**src/hdl/commit_header_block_detector_core_defines.svh**
```systemverilog
// assertion helpers for the commit header detector
`ifndef COMMIT_HEADER_BLOCK_DETECTOR_CORE_DEFINES_SVH
`define COMMIT_HEADER_BLOCK_DETECTOR_CORE_DEFINES_SVH

// same-cycle implication, checked outside reset
`define CHBD_ASSERT_NOW(label, ante, cons, msg) \
  label: assert property (@(posedge clk) disable iff (!rst_n) (ante) |-> (cons)) \
    else $error(msg);

// next-cycle implication, checked outside reset
`define CHBD_ASSERT_NEXT(label, ante, cons, msg) \
  label: assert property (@(posedge clk) disable iff (!rst_n) (ante) |=> (cons)) \
    else $error(msg);

`endif

```
**src/hdl/chbd_pkg.sv**
```systemverilog
package chbd_pkg;

  localparam int unsigned BLOCK_BYTES_DEF = 512;
  localparam int unsigned CNT_W = 40;
  localparam logic [CNT_W-1:0] CNT_MAX = {CNT_W{1'b1}};

  localparam int unsigned IN_DATA_W = 8;
  localparam int unsigned OUT_DATA_W = 88;

  // offsets that matter in the header line
  localparam int unsigned LEAD_LEN = 7;
  localparam int unsigned SPACE_OFF = 47;

  typedef enum logic [2:0] {
    PH_PREFIX  = 3'd0,
    PH_SCAN    = 3'd1,
    PH_TAIL    = 3'd2,
    PH_MATCHED = 3'd3,
    PH_FAILED  = 3'd4
  } phase_t;

  // "commit "
  function automatic logic [7:0] lead_char(input logic [2:0] idx);
    logic [7:0] c;
    case (idx)
      3'd0:    c = 8'h63;
      3'd1:    c = 8'h6f;
      3'd2:    c = 8'h6d;
      3'd3:    c = 8'h6d;
      3'd4:    c = 8'h69;
      3'd5:    c = 8'h74;
      3'd6:    c = 8'h20;
      default: c = 8'h00;
    endcase
    return c;
  endfunction

  // "Author:"
  function automatic logic [7:0] author_char(input logic [2:0] idx);
    logic [7:0] c;
    case (idx)
      3'd0:    c = 8'h41;
      3'd1:    c = 8'h75;
      3'd2:    c = 8'h74;
      3'd3:    c = 8'h68;
      3'd4:    c = 8'h6f;
      3'd5:    c = 8'h72;
      3'd6:    c = 8'h3a;
      default: c = 8'h00;
    endcase
    return c;
  endfunction

  // "Merge:"
  function automatic logic [7:0] merge_char(input logic [2:0] idx);
    logic [7:0] c;
    case (idx)
      3'd0:    c = 8'h4d;
      3'd1:    c = 8'h65;
      3'd2:    c = 8'h72;
      3'd3:    c = 8'h67;
      3'd4:    c = 8'h65;
      3'd5:    c = 8'h3a;
      default: c = 8'h00;
    endcase
    return c;
  endfunction

  function automatic logic hex_or_space(input logic [7:0] b);
    return (b >= 8'h30 && b <= 8'h39) || (b >= 8'h61 && b <= 8'h66) ||
           (b >= 8'h41 && b <= 8'h46) || (b == 8'h20);
  endfunction

endpackage

```
**src/hdl/commit_header_block_detector_core.sv**
```systemverilog
// the verdict is registered and shows on out_* in the cycle after the last beat of its block
// throughput: one byte beat per cycle, sustained, while out_tready keeps up
// the verdict sits in a single output register; the next block streams in behind it
// reset: synchronous on rst_n low; block state, both counters and out_tvalid clear
`include "commit_header_block_detector_core_defines.svh"

module commit_header_block_detector_core
  import chbd_pkg::*;
#(
  parameter int unsigned BLOCK_BYTES = BLOCK_BYTES_DEF
) (
  input  logic                  clk,
  input  logic                  rst_n,
  // byte stream
  input  logic                  in_tvalid,
  output logic                  in_tready,
  input  logic [IN_DATA_W-1:0]  in_tdata,   // [7:0] data_byte
  input  logic                  in_tlast,   // block_end
  // one verdict per block
  output logic                  out_tvalid,
  input  logic                  out_tready,
  output logic [OUT_DATA_W-1:0] out_tdata   // [0] is_match, [40:1] block_number,
                                            // [80:41] matches_found, [87:81] zero
);

  // offset counter just wide enough to hold BLOCK_BYTES itself
  localparam int unsigned OFF_W = $clog2(BLOCK_BYTES + 1);
  localparam logic [OFF_W-1:0] OFF_LIM   = OFF_W'(BLOCK_BYTES);
  localparam logic [OFF_W-1:0] OFF_LEAD  = OFF_W'(LEAD_LEN);
  localparam logic [OFF_W-1:0] OFF_SPACE = OFF_W'(SPACE_OFF);

  // per-block scan state
  logic [OFF_W-1:0] byte_offset_r, byte_offset_nxt;
  phase_t           phase_r, phase_nxt;
  logic [2:0]       tail_offset_r, tail_offset_nxt;
  logic [1:0]       alive_r, alive_nxt;       // bit0 author, bit1 merge

  // running counters
  logic [CNT_W-1:0] block_cnt_r, block_cnt_nxt;
  logic [CNT_W-1:0] match_cnt_r, match_cnt_nxt;

  // output register
  logic             out_valid_r, out_valid_nxt;
  logic             out_match_r, out_match_nxt;
  logic [CNT_W-1:0] out_block_r, out_block_nxt;
  logic [CNT_W-1:0] out_count_r, out_count_nxt;

  logic       in_beat;
  logic [7:0] b;
  logic       in_window;
  // scan result for the current byte, before end-of-block handling
  phase_t     ph_scan;
  logic [2:0] tail_scan;
  logic [1:0] alive_scan;
  logic       keep_author, keep_merge;
  logic       hit;

  // the output register frees up the same cycle it is drained
  assign in_tready = !out_valid_r || out_tready;
  assign in_beat   = in_tvalid && in_tready;
  assign b         = in_tdata[7:0];
  assign in_window = byte_offset_r < OFF_LIM;

  // header matcher: one byte a beat, bytes past the block size are ignored
  always_comb begin
    ph_scan     = phase_r;
    tail_scan   = tail_offset_r;
    alive_scan  = alive_r;
    keep_author = 1'b0;
    keep_merge  = 1'b0;
    if (in_window) begin
      case (phase_r)
        PH_PREFIX: begin
          if (byte_offset_r < OFF_LEAD) begin
            if (b != lead_char(byte_offset_r[2:0])) begin
              ph_scan = PH_FAILED;
            end
          end else if (byte_offset_r == OFF_SPACE) begin
            ph_scan = (b == 8'h20) ? PH_SCAN : PH_FAILED;
          end
        end
        PH_SCAN: begin
          if (b == 8'h0a) begin
            ph_scan    = PH_TAIL;
            tail_scan  = 3'd0;
            alive_scan = 2'b11;
          end else if (!hex_or_space(b)) begin
            ph_scan = PH_FAILED;
          end
        end
        PH_TAIL: begin
          // both candidate keywords are tracked in parallel
          keep_author = alive_r[0] && (tail_offset_r != 3'd7) &&
                        (b == author_char(tail_offset_r));
          keep_merge  = alive_r[1] && (tail_offset_r < 3'd6) &&
                        (b == merge_char(tail_offset_r));
          alive_scan  = {keep_merge, keep_author};
          if ((keep_author && tail_offset_r == 3'd6) ||
              (keep_merge && tail_offset_r == 3'd5)) begin
            ph_scan = PH_MATCHED;
          end else if (!keep_author && !keep_merge) begin
            ph_scan = PH_FAILED;
          end
          tail_scan = tail_offset_r + 3'd1;
        end
        default: begin
          // matched or failed: the rest of the block is ignored
        end
      endcase
    end
  end

  // state update, verdict and counters
  always_comb begin
    byte_offset_nxt = byte_offset_r;
    phase_nxt       = phase_r;
    tail_offset_nxt = tail_offset_r;
    alive_nxt       = alive_r;
    block_cnt_nxt   = block_cnt_r;
    match_cnt_nxt   = match_cnt_r;
    out_valid_nxt   = out_valid_r && !out_tready;
    out_match_nxt   = out_match_r;
    out_block_nxt   = out_block_r;
    out_count_nxt   = out_count_r;
    hit             = (ph_scan == PH_MATCHED);

    if (in_beat) begin
      if (in_tlast) begin
        // count includes this block, both counters stick at all ones
        if (hit && match_cnt_r != CNT_MAX) begin
          match_cnt_nxt = match_cnt_r + CNT_W'(1);
        end
        if (block_cnt_r != CNT_MAX) begin
          block_cnt_nxt = block_cnt_r + CNT_W'(1);
        end
        out_valid_nxt   = 1'b1;
        out_match_nxt   = hit;
        out_block_nxt   = block_cnt_r;
        out_count_nxt   = match_cnt_nxt;
        byte_offset_nxt = '0;
        phase_nxt       = PH_PREFIX;
        tail_offset_nxt = 3'd0;
        alive_nxt       = 2'b11;
      end else begin
        phase_nxt       = ph_scan;
        tail_offset_nxt = tail_scan;
        alive_nxt       = alive_scan;
        if (in_window) begin
          byte_offset_nxt = byte_offset_r + OFF_W'(1);
        end
      end
    end
  end

  always_ff @(posedge clk) begin
    if (!rst_n) begin
      byte_offset_r <= '0;
      phase_r       <= PH_PREFIX;
      tail_offset_r <= 3'd0;
      alive_r       <= 2'b11;
      block_cnt_r   <= '0;
      match_cnt_r   <= '0;
      out_valid_r   <= 1'b0;
    end else begin
      byte_offset_r <= byte_offset_nxt;
      phase_r       <= phase_nxt;
      tail_offset_r <= tail_offset_nxt;
      alive_r       <= alive_nxt;
      block_cnt_r   <= block_cnt_nxt;
      match_cnt_r   <= match_cnt_nxt;
      out_valid_r   <= out_valid_nxt;
    end
  end

  // payload needs no reset, it is only read with out_tvalid
  always_ff @(posedge clk) begin
    out_match_r <= out_match_nxt;
    out_block_r <= out_block_nxt;
    out_count_r <= out_count_nxt;
  end

  assign out_tvalid = out_valid_r;
  assign out_tdata  = {7'd0, out_count_r, out_block_r, out_match_r};

  // the line after the newline can only be reached once offset 47 is through
  `CHBD_ASSERT_NOW(a_tail_after_space, phase_r == PH_TAIL, byte_offset_r > OFF_SPACE, "tail phase entered too early")

  // while in the tail at least one keyword must still be possible
  `CHBD_ASSERT_NOW(a_tail_alive, phase_r == PH_TAIL, alive_r != 2'b00, "tail phase with no live keyword")

  // a matching verdict always carries a non-zero running count
  `CHBD_ASSERT_NOW(a_match_counted, out_valid_r && out_match_r, out_count_r != '0, "match verdict with zero count")

  // each finished block advances the block counter by one until it saturates
  `CHBD_ASSERT_NEXT(a_block_step, in_beat && in_tlast && block_cnt_r != CNT_MAX, block_cnt_r == $past(block_cnt_r) + CNT_W'(1), "block counter did not advance")

endmodule

```
**config.mk**
```make
export PLATFORM = sky130hd
export DESIGN_NAME = commit_header_block_detector_core
export DESIGN_NICKNAME = d
export VERILOG_FILES = /design/src/hdl/chbd_pkg.sv /design/src/hdl/commit_header_block_detector_core.sv
export VERILOG_INCLUDE_DIRS = /design/src /design/src/hdl
export SDC_FILE = /design/constraint.sdc
export NUM_CORES = 1
export LEC_CHECK = 0
export ABC_AREA = 1
export ABC_CLOCK_PERIOD_IN_PS = 5700
export BUFFER_PORTS_ARGS = -buffer_cell sky130_fd_sc_hd__buf_2
export CAP_MARGIN = 10
export CORE_ASPECT_RATIO = 1.5
export CORE_UTILIZATION = 40
export DETAILED_ROUTE_END_ITERATION = 12
export PLACE_DENSITY = 0.71
export SYNTH_ARGS = -nofsm -noshare
export SYNTH_HDL_FRONTEND = slang
export SYNTH_SLANG_ARGS = --single-unit
```
**constraint.sdc**
```tcl
create_clock -name clk -period 5.7 [get_ports clk]
set_input_delay 0.57 -clock clk [delete_from_list [all_inputs] [get_ports clk]]
set_output_delay 0.57 -clock clk [all_outputs]
set_load 0.05 [all_outputs]
```
Yosys cells after proc, flatten, opt, wreduce, memory -nomap -nowiden
Cells that the tools add are included.
- flip-flop bits (word level): 180
- output and inout port bits: 90
- add/sub/neg operators: 4
- order comparisons: 9
- equal/unequal tests: 25
- mux-type cells: 34
- reductions and logical operators: 33
- operators by type and width (kind ; count):
    adder 40 x 1 -> 40 bit, second input constant ; 2
    inequality test 40 bit, second input constant ; 2
    2-to-1 mux 8 bit ; 7
    case mux 7 bit (7 select lines) ; 1
    case mux 7 bit (6 select lines) ; 1
    2-to-1 mux 40 bit ; 1
    2-to-1 mux 3 bit ; 13
    case mux 7 bit (5 select lines) ; 1
    2-to-1 mux 10 bit ; 2
    == test 3 x 2 -> 1 bit, second input constant ; 6
    == test 3 bit, second input constant ; 6
    == test 8 bit ; 2
    >= comparator 8 x 7 -> 1 bit, second input constant ; 2
    less-or-equal comparator 8 x 7 -> 1 bit, second input constant ; 2
    logical AND 1 bit ; 13
    adder 10 x 1 -> 10 bit, second input constant ; 1
    == test 10 x 6 -> 1 bit, second input constant ; 1
    less-than comparator 10 bit, second input constant ; 1
    less-than comparator 10 x 3 -> 1 bit, second input constant ; 1
    == test 3 x 1 -> 1 bit, second input constant ; 3
    logical NOT 3 bit ; 3
    case mux 3 bit (3 select lines) ; 1
    == test 8 x 4 -> 1 bit, second input constant ; 1
    == test 8 x 6 -> 1 bit, second input constant ; 1
    other kinds (18) ; 31

Longest topological paths before layout
Gate-level depths: netlist of the first run.
- depth in word-level cells: 16
- gate-level depth with buffers: 21

Worst setup path after synthesis of the first run
Ideal clock, no wire load.
- kind: in2reg
- start: input out_tready
- end: register block_cnt_r[14]
- arrival time: 6.528 ns
- data required time: 5.590 ns
- slack: -0.938 ns
- stages: 11
- path buffers: 0
- path through: inv_1 > nand2_1 > nand2_1 > nor2_1 > nand2_1 > inv_1 > nand2_1 > nor4_1 > nand3_1 > nand2_1 > nor2_1
- longest elaborated chain between the ends: 3
- ends and longest elaborated chain (element ; RTL line ; text):
    start: declaration ; commit_header_block_detector_core.sv:21 ; input logic out_tready,
    logical OR 1 bit ; commit_header_block_detector_core.sv:59 ; assign in_tready = !out_valid_r || out_tready;
    via in_tready ; commit_header_block_detector_core.sv:16 ; output logic in_tready,
    logical AND 1 bit ; commit_header_block_detector_core.sv:60 ; assign in_beat = in_tvalid && in_tready;
    AND reduction 3 bit (no source line) ; - ;
    end signal: assignment ; commit_header_block_detector_core.sv:169 ; block_cnt_r <= block_cnt_nxt;
    end: declaration ; commit_header_block_detector_core.sv:39 ; logic [CNT_W-1:0] block_cnt_r, block_cnt_nxt;
The timed path passes the listed nets, and every way through them passes these cells.
A chain may end at the register's enable or synchronous reset.

Final worst setup path of the first run
- start: register tail_offset_r[2]
- end: register out_count_r[39] (data pin)
- longest elaborated chain between the ends: 16
- elaborated cells between the ends (all ways): 35
- those cells by class: 1 x order compare; 10 x eq/ne; 11 x mux; 13 x reduce/logical
- ends and longest elaborated chain (element ; RTL line ; text):
    start: declaration ; commit_header_block_detector_core.sv:35 ; logic [2:0] tail_offset_r, tail_offset_nxt;
    start signal: assignment ; commit_header_block_detector_core.sv:167 ; tail_offset_r <= tail_offset_nxt;
    == test 3 bit / == test 3 x 1 -> 1 bit (equally long branches) ; chbd_pkg.sv:41, chbd_pkg.sv:57 ;
    OR reduction 2 bit (no source line) ; - ;
    case mux 7 bit (5 select lines) ; chbd_pkg.sv:57 ; case (idx)
    2-to-1 mux 8 bit ; commit_header_block_detector_core.sv:72 ; case (phase_r)
    2-to-1 mux 8 bit ; commit_header_block_detector_core.sv:71 ; if (in_window) begin
    == test 8 bit ; commit_header_block_detector_core.sv:96 ; (b == merge_char(tail_offset_r));
    logical AND 1 bit ; commit_header_block_detector_core.sv:95 ; keep_merge = alive_r[1] && (tail_offset_r < 3'd6) &&
    logical NOT 1 bit ; commit_header_block_detector_core.sv:101 ; end else if (!keep_author && !keep_merge) begin
    logical AND 1 bit ; commit_header_block_detector_core.sv:101 ;
    2-to-1 mux 3 bit ; commit_header_block_detector_core.sv:101 ;
    2-to-1 mux 3 bit (*) ; commit_header_block_detector_core.sv:98 ; if ((keep_author && tail_offset_r == 3'd6) ||
    case mux 3 bit (3 select lines) (*) ; commit_header_block_detector_core.sv:72 ;
    2-to-1 mux 3 bit (*) ; commit_header_block_detector_core.sv:71 ;
    == test 3 x 2 -> 1 bit (*) ; commit_header_block_detector_core.sv:125 ; hit = (ph_scan == PH_MATCHED);
    logical AND 1 bit (*) ; commit_header_block_detector_core.sv:130 ; if (hit && match_cnt_r != CNT_MAX) begin
    2-to-1 mux 40 bit (*) ; commit_header_block_detector_core.sv:130 ;
    end signal: assignment ; commit_header_block_detector_core.sv:179 ; out_count_r <= out_count_nxt;
    end: declaration ; commit_header_block_detector_core.sv:46 ; logic [CNT_W-1:0] out_count_r, out_count_nxt;
Mark *: on every way between the ends. The rest lies on a longest branch, timed or not. The select of a mux whose other input is x is not followed.

==> results of run 1 <==
==> per-stage QoR <==
stage	power, mW	instance area (um2)	cells
floorplan	1.65	9610	1272
global placement	1.72	10300	1646
detailed placement	1.72	10300	1646
CTS	2.92	10900	1678
global route	2.99	10900	1678
finish	2.90	10900	1678
==> kinds of logic (layout without fill, tap and decap cells) <==
logic type	Yosys count	in the layout	synth area share [%]
AO/OA/AOI/OAI	101	101	5.78
adder cells (fa/ha/maj)	14	14	1.83
AND/OR/NAND/NOR	767	767	34.5
XOR/XNOR	58	58	5.30
flip-flops	180	180	46.0
buffers and inverters	145	232	6.55
other	1	7	0.0391
==> routing by layer <==
layer  GRT usage, %  up-vias  share of wire (%)
li1               -     4364                  -
met3           3.65       75                3.3
met5              0        -                  0
met2           41.2      210                 54
met4           12.2        0                4.4
met1           22.6     4050                 38
==> power by group through the flow <==
stage / Combinational [mW] / Sequential, mW / Clock [mW]
3_3_place_gp: 0.296 / 1.42 / 0
2_1_floorplan: 0.142 / 1.51 / 0
6_report: 0.297 / 1.39 / 1.21
4_1_cts: 0.297 / 1.39 / 1.23
3_5_place_dp: 0.297 / 1.42 / 0
5_1_grt: 0.322 / 1.40 / 1.27
==> worst max path at each step <==
stage                           startpoint         endpoint  slack [ns]  depth (start not counted)
after CTS                 tail_offset_r[2]  out_count_r[39]        2.03                         17
after detailed placement  tail_offset_r[2]  out_count_r[12]        2.06                         17
final                     tail_offset_r[2]  out_count_r[39]        2.05                         17
after global placement    tail_offset_r[2]  out_count_r[36]        2.15                         17
after global routing      tail_offset_r[2]   out_count_r[7]        1.53                         19
after floorplan                 out_tready  block_cnt_r[14]        0.69                         11
==> cells in the mapped netlist <==
cell type | n | share of area (%)
inv_1 | 95 | 3.7
dfxtp_1 | 99 | 21
nand2_2 | 2 | 0.13
o211ai_1 | 2 | 0.16
nand2_4 | 1 | 0.12
nor3_2 | 1 | 0.10
or3_1 | 1 | 0.065
nand4_1 | 71 | 4.6
nand2_1 | 457 | 18
nand3_2 | 2 | 0.21
conb_1 | 1 | 0.039
clkbuf_2 | 1 | 0.052
buf_6 | 5 | 0.59
inv_2 | 1 | 0.039
nor2_1 | 106 | 4.2
ha_1 | 14 | 1.8
o21ai_2 | 1 | 0.091
o21bai_1 | 1 | 0.078
o21ai_0 | 22 | 1.1
nor4_1 | 22 | 1.4
buf_1 | 1 | 0.039
xor2_1 | 37 | 3.4
nor2_4 | 1 | 0.12
a21oi_1 | 60 | 3.1
nand3b_1 | 3 | 0.23
and2_1 | 1 | 0.065
nor3_1 | 39 | 2.0
nor3b_1 | 4 | 0.31
nor2_2 | 2 | 0.13
buf_2 | 9 | 0.47
nand3_1 | 54 | 2.8
xnor2_1 | 21 | 1.9
edfxtp_1 | 81 | 25
o21ai_1 | 4 | 0.21
buf_4 | 9 | 0.70
a21oi_4 | 1 | 0.17
clkinv_1 | 1 | 0.039
clkbuf_1 | 23 | 0.90
o21a_1 | 4 | 0.31
a211oi_1 | 5 | 0.39
o221ai_1 | 1 | 0.091
==> final cells by class <==
cell class,instances,share of cell area [%]
inverter,97,3.34
tap,319,3.67
timing repair buffer,103,4.92
clock inverter,15,1.56
multi-input combinational,947,42.0
clock buffer,17,3.91
sequential,180,40.6
==> state kept, by name (all words and copies together) (netlist names) <==
register,count
alive_r,2
block_cnt_r,40
byte_offset_r,10
match_cnt_r,40
out_block_r,40
out_count_r,40
out_match_r,1
out_tvalid,1
phase_r,3
tail_offset_r,3
==> worst max-delay path, stage by stage, from the launching register on <==
cell and delay, ns:
dfxtp_1 0.62, inv_2 0.17, ha_1 0.26, inv_1 0.10, nand3_1 0.11, o21bai_1 0.16, nand3_1 0.08, nor2_1 0.20
nand2_1 0.13, nand2_1 0.08, nand2_1 0.05, nand2_1 0.06, o21ai_2 0.07, nor2_4 0.70, nand3_2 0.10, buf_4 0.31
nand2_1 0.12, nand2_1 0.06
==> metrics.md, run 1 <==
| Metric | Value |
|---|---|
| Crit path launch type | flop |
| GRT overflow | 0 |
| Final Cycle Share | 64.0% |
| Number of synthesized register bits | 180 |
| WS Path Type | flop to flop |
| Initial core utilization | 40.7% |
| Hold_ws | 0.471 ns |
| Cells on worst reg2reg path | 17 |
| Mapped Area | 9590 um2 |
| Syn Area/Cell | 7.57 um2 |
| Endpoint of the worst hold path | out_block_r[4] |
| Place WS | 2.06 ns |
| Switch share | 27.7% |
| N_diodes | 0 |
| Slew Limit Headroom | 23.9% |
| Worst vdd ir | 0.000212 V |
| RSZ-0062 raised after global routing | false |
| Setup Skew | 0.0139 ns |
| Post-CTS Hold Buffers | 0 |
| Crit Reg-Reg Startpoint | tail_offset_r[2] |
| Reg2Reg Setup Slack | 2.05 ns |
| Setup TNS Final | 0 ns |
| DRT Pass-1 Iters | 7 |
| Slew Limit Fails | 0 |
| # nets final | 1373 |
| CTS tree | built |
| Tmin final | 3.65 ns |
| Maximum Capacitance Violations | 0 |
| Crit Path Max Fanout | 41 |
| CTS Buf Count | 17 |
| IO Pins | 103 |
| Dpl hpwl | 19.0 mm |
| # clock sinks | 180 |
| Commonest non-fill, non-tap cell in the layout | nand2_1 |
| Root Driver | clkbuf_16 |
| First-pass GRT wire length | 41.6 mm |
| Post-CTS Resized | 0 |
| Via-to-Cell Ratio | 5.18 |
| Final setup violating endpoints | 0 |
| DIE HEIGHT | 192 um |
| Largest net degree at the start of global routing | 62 |
| Synth Instances | 1266 |
| DR WL/cell | 15.5 um |
| Row count | 69 |
| Crit path required time | 5.89 ns |
| Later-pin clock latency in the skew report | 0.44 ns |
| Internal | 2.10 mW |
| Leak Pwr | 4.28 nW |
| Hold path depth | 0 |
| Beginning of the worst hold path | block_cnt_r[4] |
| Die ar. | 24600 um2 |
| Reg2reg end | out_count_r[39] |
| Layout area overhead | 13.5% |
| Final count of hold timing violations | 0 |
| Synth cell types | 41 |
| CTS H-tree lvls | 4 |
| Core area | 23600 um2 |
| Synth warn | 0 |
| Gr usage total | 21.9% |
| Postcts setup bufs | 0 |
| DRT iter0 DRCs | 432 |
| Final ANT Viol Nets | 0 |
| Clock power share | 41.7% |
| Placer Congestion | 0.977 |
| DR vias | 8699 |
| Final core occ | 46.2% |
| Status | finished, final reports clean |
| Crit. End Element | flop |
| Switching power | 0.803 mW |
| Fill cell count | 2352 |
| Most frequent cells in the layout | 457 x nand2_1, 104 x nor2_1, 99 x dfxtp_1, 95 x inv_1, 95 x buf_2 |
| Clock Tree Buf Depth | 2 |
| Share of layout cells above drive strength 1 | 11.0% |
| Crit path arrival time | 3.84 ns |
| IO Port Bufs | 95 |
| Worst-Margin Slew | 1.14 ns |
| Sequential fraction of the synthesis area | 46.0% |
| Fin worst setup slack | 2.05 ns |
| Hold Crit Class | flop to flop |
| Register Area | 4410 um2 |
| Multi-input gate area | 4580 um2 |
| Vias in the first global route | 8481 |
| Drt drc | 0 |
| Clock-pin transition on the worst setup and hold timing paths | 0.07 ns |
| Fmax | 0.274 GHz |
| Logic pwr share | 10.2% |
| Power density over cell area | 266 nW/um2 |
| Final wirelength | 26.0 mm |
| Sequential share of power | 48.0% |
| Initial antenna violation count | 0 |
| Chip Width | 128 um |
Note: power is estimated with default switching activity, not from simulation.
==> run 2: changes to the inputs <==
--- a/config.mk
+++ b/config.mk
@@ -7,13 +7,13 @@
 export NUM_CORES = 1
 export LEC_CHECK = 0
 export ABC_AREA = 1
-export ABC_CLOCK_PERIOD_IN_PS = 5700
+export ABC_CLOCK_PERIOD_IN_PS = 3670
 export BUFFER_PORTS_ARGS = -buffer_cell sky130_fd_sc_hd__buf_2
 export CAP_MARGIN = 10
 export CORE_ASPECT_RATIO = 1.5
 export CORE_UTILIZATION = 40
 export DETAILED_ROUTE_END_ITERATION = 12
-export PLACE_DENSITY = 0.71
+export PLACE_DENSITY = 0.69
 export SYNTH_ARGS = -nofsm -noshare
 export SYNTH_HDL_FRONTEND = slang
 export SYNTH_SLANG_ARGS = --single-unit
==> constraint.sdc (replaced) <==
create_clock -name clk -period 3.67 [get_ports clk]
set_input_delay 0.367 -clock clk [delete_from_list [all_inputs] [get_ports clk]]
set_output_delay 0.367 -clock clk [all_outputs]
set_load 0.05 [all_outputs]
==> run 2 against run 1 <==
  * Worst hold slack got worse by 0.18 ns
  * Non-clock buffer count increased by 5
  * First-iteration DRC count decreased by 12%
  * Power increased by 54%
  * Global-route usage increased by 0.97 points
  * Worst setup slack got worse by 1.6 ns
  * Wire length increased by 3.0%
  * Clock power increased by 50%
  * Cell area increased by 0.38%
  * Combinational power increased by 59%
  * Largest cell class unchanged
==> metrics.md, run 2 (same netlist as run 1, synthesis figures left out) <==
| Metric | Value |
|---|---|
| Final ANT Viol Nets | 0 |
| Initial core utilization | 40.7% |
| Final setup violating endpoints | 0 |
| Gr usage total | 22.8% |
| Maximum Capacitance Violations | 0 |
| Worst vdd ir | 0.000357 V |
| Commonest non-fill, non-tap cell in the layout | nand2_1 |
| WL met3 | 801 um |
| DIE HEIGHT | 192 um |
| Hold_ws | 0.286 ns |
| Hold Crit Class | input pin to flop |
| WS Path Type | flop to flop |
| Setup Skew | 0.0130 ns |
| Uppermost layer routed | met4 |
| CTS tree | built |
| Worst-Margin Slew | 0.787 ns |
| Final Cycle Share | 87.6% |
| CTS H-tree lvls | 4 |
| Tmin final | 3.21 ns |
| Status | finished, final reports clean |
| Crit. End Element | flop |
| Reg2Reg Setup Slack | 0.46 ns |
| Drt drc | 0 |
| First-pass GRT wire length | 43.2 mm |
| Most frequent cells in the layout | 456 x nand2_1, 104 x nor2_1, 98 x dfxtp_1, 95 x inv_1, 95 x buf_2 |
| N_diodes | 0 |
| # clock sinks | 180 |
| Power density over cell area | 408 nW/um2 |
| IO Pins | 103 |
| # nets final | 1378 |
| Clock Tree Buf Depth | 2 |
| Core area | 23600 um2 |
| Met2 routed WL | 14.5 mm |
| Setup TNS Final | 0 ns |
| Later-pin clock latency in the skew report | 0.44 ns |
| Clock-pin transition on the worst setup and hold timing paths | 0.07 ns |
| Share of layout cells above drive strength 1 | 11.3% |
| DR vias | 8689 |
| Final wirelength | 26.7 mm |
| Vias in the first global route | 8492 |
| DRT Pass-1 Iters | 5 |
| Root Driver | clkbuf_16 |
| M1 wire length | 10.2 mm |
| Chip Width | 128 um |
| Pwr Total | 4.46 mW |
| Crit path required time | 3.86 ns |
| Placer Congestion | 0.960 |
| Row count | 69 |
| RSZ-0062 raised after global routing | false |
| CTS Buf Count | 17 |
| Crit path launch type | flop |
| Crit path arrival time | 3.40 ns |
| DR WL/cell | 15.9 um |
| Slew Limit Fails | 0 |
| Fmax | 0.311 GHz |
| Layout area overhead | 14.0% |
| DRT iter0 DRCs | 380 |
| Postcts setup bufs | 0 |
| Dpl hpwl | 20.0 mm |
| Crit Path Max Fanout | 40 |
| Post-CTS Hold Buffers | 0 |
| Leak Pwr | 4.30 nW |
| Largest net degree at the start of global routing | 43 |
| Post-CTS Resized | 0 |
| GRT overflow | 0 |
| Final count of hold timing violations | 0 |
| IO Port Bufs | 95 |
| Slew Limit Headroom | 47.5% |
| Die ar. | 24600 um2 |
| Initial antenna violation count | 0 |
| Via-to-Cell Ratio | 5.16 |
-- run 2: cell types whose count changed in the layout (fill, tap and decap cells not counted), sizes merged --
cell      delta
buf          +5
clkinvlp     +3
inv          -3
clkbuf       +1
clkinv       -1
-- run 2: critical path, stage by stage, from the launching register on --
cell and delay, ns:
dfxtp_1 0.41, inv_1 0.14, ha_1 0.28, o21ai_1 0.33, nand2_1 0.09, nand2_1 0.08, nand4_1 0.15, nor2_1 0.17
nand3_1 0.09, nand2_1 0.07, nand2_1 0.05, nand2_1 0.08, nand2_1 0.10, nor2_4 0.36, nand3_2 0.09, buf_4 0.29
nand2_1 0.11, nand2_1 0.07
-- run 2: path summary, 6_finish.rpt --
check / from / to / cells past startpoint
max: tail_offset_r[1] / out_count_r[38] / 17
min: out_tready / out_tvalid / 6
max reg2reg: tail_offset_r[1] / out_count_r[38] / 17
min reg2reg: block_cnt_r[5] / out_block_r[5] / 0
-- run 2: layer usage --
layer,GRT usage [%],vias up
met5,0,-
met1,23.4,4050
met3,3.54,69
met4,12.4,0
met2,43.7,205
li1,-,4365
-- run 2: through the flow --
step,std cells,util (%),instance area [um2],worst slack (ns)
finish,1683,46.4,10900,0.455
global route,1683,46.4,10900,0.00135
CTS,1683,46.4,10900,0.387
detailed placement,1651,43.9,10300,0.417
global placement,1651,43.9,10300,0.469
floorplan,1272,-,9620,0.00800
-- run 2: power breakdown --
part | internal [mW] | switching, mW
Clock | 1.01 | 0.814
Sequential | 2.14 | 0.0275
Combinational | 0.102 | 0.371
Total | 3.25 | 1.21
-- run 2: cell type report --
class	count	area [um2]
Fill cell	2357	12600
Multi-Input combinational cell	947	4580
Sequential cell	180	4420
Timing Repair Buffer	108	586
Clock buffer	18	429
Tap cell	319	399
Inverter	97	364
Clock inverter	14	149
